`config.mk`:
```
export PLATFORM = sky130hd
export DESIGN_NAME = ertm_prep
export DESIGN_NICKNAME = d
export VERILOG_FILES = /design/src/hw/rtl/ertm_pkg.sv /design/src/hw/rtl/ertm_prep.sv
export SDC_FILE = /design/constraint.sdc
export NUM_CORES = 2
export LEC_CHECK = 0
export BUFFER_PORTS_ARGS = -buffer_cell sky130_fd_sc_hd__buf_2
export CAP_MARGIN = 20
export CORE_UTILIZATION = 66
export CTS_CLUSTER_SIZE = 14
export DETAILED_ROUTE_END_ITERATION = 16
export GPL_ROUTABILITY_DRIVEN = 0
export PLACE_DENSITY = 0.84
export SLEW_MARGIN = 20
export SYNTH_ARGS = -nofsm -noshare
export SYNTH_HDL_FRONTEND = slang
export SYNTH_SLANG_ARGS = --single-unit
```
`constraint.sdc`:
```
create_clock -name clock -period 14.2 [get_ports clock]
set_input_delay 2.13 -clock clock [delete_from_list [all_inputs] [get_ports clock]]
set_output_delay 2.13 -clock clock [all_outputs]
set_load 0.1 [all_outputs]
```
`src/hw/rtl/ertm_pkg.sv`:
```
package ertm_pkg;

   // field widths of the pose and matrix entries
   localparam int ANGLE_BITS = 16;
   localparam int COEF_BITS  = 16;

   // number of series cells per angle
   localparam int NUM_CELLS = 5;

   // fractional part of half pi in Q0.32 (half pi = 1 + this / 2^32, scaled)
   localparam logic [31:0] HALF_PI_FRAC = 32'd2451551556;

   // one in Q2.30
   localparam logic [30:0] Q30_ONE = 31'h4000_0000;

   // request and response payloads
   typedef struct packed {
      logic signed [ANGLE_BITS-1:0] heading;
      logic signed [ANGLE_BITS-1:0] pitch;
      logic signed [ANGLE_BITS-1:0] bank;
      logic                         mode;
   } req_type;

   typedef struct packed {
      logic signed [COEF_BITS-1:0] m11;
      logic signed [COEF_BITS-1:0] m12;
      logic signed [COEF_BITS-1:0] m13;
      logic signed [COEF_BITS-1:0] m21;
      logic signed [COEF_BITS-1:0] m22;
      logic signed [COEF_BITS-1:0] m23;
      logic signed [COEF_BITS-1:0] m31;
      logic signed [COEF_BITS-1:0] m32;
      logic signed [COEF_BITS-1:0] m33;
   } rsp_type;

   // data handed from cell to cell for one angle
   typedef struct packed {
      logic [1:0]  quad;
      logic        fold;
      logic        mode;
      logic [29:0] x;
      logic [29:0] x2;
      logic [30:0] ps;
      logic [30:0] pc;
   } lane_type;

   // output rounding constants
   localparam int FRAC = COEF_BITS - 1;
   localparam int RSH  = (FRAC <= 30) ? 30 - FRAC : 0;
   localparam int LSH  = (FRAC > 30) ? FRAC - 30 : 0;
   localparam logic [33:0] RND  = (RSH > 0) ? (34'd1 << ((RSH > 0) ? RSH - 1 : 0)) : 34'd0;
   localparam logic [33:0] MAXP = (34'd1 << (COEF_BITS - 1)) - 34'd1;
   localparam logic [33:0] MAXN = 34'd1 << (COEF_BITS - 1);

   // q2.30 product, rounded half away from zero
   function automatic logic signed [31:0] mul_q30(input logic signed [31:0] a,
                                                  input logic signed [31:0] b);
      logic        neg;
      logic [30:0] ma;
      logic [30:0] mb;
      logic [61:0] p;
      logic [30:0] m;
      neg = a[31] ^ b[31];
      ma  = a[31] ? 31'(-a) : 31'(a);
      mb  = b[31] ? 31'(-b) : 31'(b);
      p   = 62'(ma) * 62'(mb) + (62'd1 << 29);
      m   = 31'(p >> 30);
      return neg ? -32'(m) : 32'(m);
   endfunction

   // q2.30 sum to output format with rounding and saturation
   function automatic logic [COEF_BITS-1:0] to_coef(input logic signed [32:0] v);
      logic        neg;
      logic [32:0] mag;
      logic [33:0] m;
      logic [33:0] r;
      neg = v[32];
      mag = neg ? 33'(-v) : 33'(v);
      m   = (({1'b0, mag} + RND) >> RSH) << LSH;
      if (neg) begin
         r = (m > MAXN) ? ~MAXN + 34'd1 : ~m + 34'd1;
      end else begin
         r = (m > MAXP) ? MAXP : m;
      end
      return COEF_BITS'(r);
   endfunction

endpackage

```
`src/hw/rtl/ertm_prep.sv`:
```
module ertm_prep (
   input  logic                                 clock,
   input  logic                                 advance,
   input  logic signed [ertm_pkg::ANGLE_BITS-1:0] angle,
   input  logic                                 mode,
   output ertm_pkg::lane_type                   lane
);
   import ertm_pkg::*;

   logic [31:0] turn;
   logic [29:0] r;
   logic        fold;
   logic [29:0] t;
   logic [61:0] xprod;
   logic [59:0] sq;

   lane_type s1_in, s1_ff;
   lane_type s2_in, s2_ff;

   // quadrant split, octant fold, scale to radians
   always_comb begin
      turn  = 32'(angle) << (32 - ANGLE_BITS);
      r     = turn[29:0];
      fold  = r > 30'h2000_0000;
      t     = fold ? 30'(31'h4000_0000 - {1'b0, r}) : r;
      xprod = 62'(t) * 62'(HALF_PI_FRAC);
      s1_in      = '0;
      s1_in.quad = turn[31:30];
      s1_in.fold = fold;
      s1_in.mode = mode;
      s1_in.x    = t + 30'(xprod >> 32);
   end

   // square of the angle, series start at one
   always_comb begin
      sq       = 60'(s1_ff.x) * 60'(s1_ff.x);
      s2_in    = s1_ff;
      s2_in.x2 = 30'(sq >> 30);
      s2_in.ps = Q30_ONE;
      s2_in.pc = Q30_ONE;
   end

   always_ff @(posedge clock) begin
      if (advance) begin
         s1_ff <= s1_in;
         s2_ff <= s2_in;
      end
   end

   assign lane = s2_ff;

endmodule

```
==> summary.txt <==
Logic synthesis
  – Post-synth EDFFs: about 100
  – Synthesis-stage register bit count: between 90 and 100
  – Synth async-reset ratio: 0%
  – Distinct cells, synth: between 80 and 90
  – Seq/Total Area, Yosys: around 8%
  – Synth Area per Inst: 10.0 µm²
  – Most used flip-flop cell after synthesis: edfxtp_1
  – Area contributors post-synth: fa_1 45%, ha_1 18%, inv_1 11%
  – Largest area contributor in the netlist: fa_1
  – Synth top area share: 45.1%
  – Syn Inst Count: 3,636
  – YS warnings: 0
  – Netlist Area Pre-Place: around 0.036 mm²

Detailed routing
  – Antenna Violating Nets Remaining: 0
  – Initial DRC Count: roughly 1,900
  – DRC viols: 0
  – Vias per cell: 5.68
  – DR vias: between 20,000 and 25,000
  – Per-cell routed wire length: 20.2 µm
  – Pre-antenna DRT Iters: 6
  – Final WL: between 80,000 and 90,000 µm

Layout
  – Fill cell count: between 3,000 and 4,000
  – Reg area: slightly below 0.003 mm²
  – Nets: a little over 5,000
  – Commonest cells after routing, fill and taps aside: 1,031 x inv_1, 821 x fa_1, 525 x ha_1
  – Layout cells sized above 1: around 4.7%
  – Synth-to-Final Area Change: 3.59%
  – Area of the multi-input gates: a little under 0.03 mm²
  – Most common library cell in the layout ignoring fill and taps: inv_1

Timing
  – Slew of the pin with the lowest slew margin: roughly 0.93 ns
  – Max-slew headroom: between 30% and 40%
  – RSZ-0062 raised after global routing: no
  – Tmin final: approximately 12 ns
  – Final hold vios: 0
  – Max-slew violation count: 0
  – Final worst path period share: between 80 and 90%
  – Clock Skew: 0.0124 ns
  – Max Fclk: between 0.08 and 0.09 GHz
  – Final setup violation count: 0
  – Sum of negative setup slack: 0 ns

CTS
  – Post-CTS Setup Inserts: 0
  – Post-CTS sizing: 0
  – Clock transition at the registers of the reported paths: roughly 0.07 ns
  – Hold_buf cts: 0
  – Sink Count: 98
  – CTS buffer count: 9
  – Htree depth: 3
  – CTS tree: yes
  – Clk buf depth: 2
  – Clk_lat worst skew: 0.39 ns
  – Root Driver: clkbuf_16

Global route
  – Pin count of the biggest net entering global routing: 58
  – Global-route usage over all layers: 33.9%
  – First-pass GRT wire length: between 100,000 and 150,000 µm
  – Initial antenna violation count: 1
  – Vias in the first global route: about 28,000
  – GRT Residual Overflow: 0

Die
  – Std cell rows: 85
  – Die Ht: between 200 and 250 µm
  – Initial Utilization: approximately 67%
  – Total die area: 0.0561 mm²
  – Core area: between 0.05 and 0.06 mm²
  – Top-level I/O count: between 100 and 150
  – Die X: between 200 and 250 µm

Job
  – MaxCap Viol Count: 0

Setup path
  – Startpoint Class: primary input
  – Reg2Reg Capture Point: lane[84]
  – Buf/Inv on CP: 7
  – FF-to-FF Start: s1_ff[102]
  – Arr. time, crit path: 12.55 ns
  – Slowest-stage cell, CP: xnor2_1
  – CP required: ~14 ns
  – Max incr delay on CP: a little under 0.6 ns
  – Critical Path Sink Type: register
  – R2R depth: 26
  – CP max FO: 14
  – Top delay family on crit path: adder cells
  – Critical path class: primary input to register
  – Reg2Reg Setup Slack: 4.90 ns

Min path
  – Worst min path class: register to register
  – Worst Hold Depth: 0
  – Worst hold start: s1_ff[125]
  – Hold endpoint: lane[125]

Run status
  – Status: finished clean

Placed design
  – Placed wire-length estimate: 71,500 µm
  – Port Buffers: slightly above 80
cells by family after synthesis:
kind of cell / count (synthesis) / synth area share, %
other: 2 / 0.0206
adders and majority gates: 1347 / 63.2
muxes: 4 / 0.113
AOI/OAI and AO/OA: 224 / 4.24
xor gates and xnor gates: 99 / 2.49
DFF: 98 / 8.08
and+or+nand+nor: 669 / 8.94
buffers and inverters: 1193 / 12.9
cell usage after synthesis, types with 3 or more instances:
cell	n
a2111oi_0	3
a211o_1	3
a211oi_1	6
a21boi_0	3
a21o_1	39
a21oi_1	64
a31oi_1	9
and2_1	163
and3_1	10
and4_1	4
buf_4	62
clkbuf_1	86
clkinv_1	4
edfxtp_1	98
fa_1	821
ha_1	525
inv_1	1031
inv_2	6
mux2i_1	3
nand2_1	269
nand2b_1	11
nand3_1	15
nand4_1	17
nor2_1	110
nor2b_1	14
nor3_1	20
o211ai_1	3
o21a_1	12
o21ai_0	33
o21ai_1	6
o21bai_1	4
o311ai_0	3
o31ai_1	6
o41ai_1	3
or2_2	10
or3_1	6
or4_1	3
xnor2_1	62
xor2_1	34
worst max path at each step:
stage / start / to / slack (ns) / cells past startpoint
2_1_floorplan: angle[0] / s1_ff[118] / 2.88 / 37
3_3_place_gp: angle[0] / s1_ff[118] / 1.84 / 38
3_5_place_dp: angle[0] / s1_ff[119] / 1.58 / 33
4_1_cts: angle[0] / s1_ff[119] / 1.94 / 33
5_1_grt: angle[0] / s1_ff[118] / 1.11 / 38
6_report: angle[0] / s1_ff[119] / 1.75 / 35
state kept, by name (all words and copies together), names as in the netlist:
signal	cells
lane	64
s1_ff	34
metal layers:
metal  track usage (%)  wire [µm]  up-vias
met1              42.3      32700    12400
li1                  -          -    10900
met3              6.81       8270      349
met5                 0          0        -
met2              56.8      42700     1231
met4              16.1       4670        0
layout make-up:
type | instances | area share (%)
antenna | 1 | 0.00663
clock inverter | 7 | 0.239
tap | 696 | 2.31
multi-input combinational | 2405 | 76.8
inverter | 1041 | 10.4
sequential | 98 | 7.80
timing repair buffer | 120 | 1.85
clock buffer | 9 | 0.597
per-stage QoR:
stage               instances  worst slack [ns]  utilization, %  area (µm²)  hold slack [ns]
finish                   4377              1.75            69.7       37700            0.420
global route             4376              1.11            69.7       37700            0.433
CTS                      4376              1.94            69.7       37700            0.421
detailed placement       4360              1.58            69.1       37400            0.405
global placement         4360              1.84            69.1       37400            0.401
floorplan                3696              2.88               -       36700            0.400
Power is not shown: default switching activity piles up to over one toggle a cycle in this logic, so the estimate is an artifact.
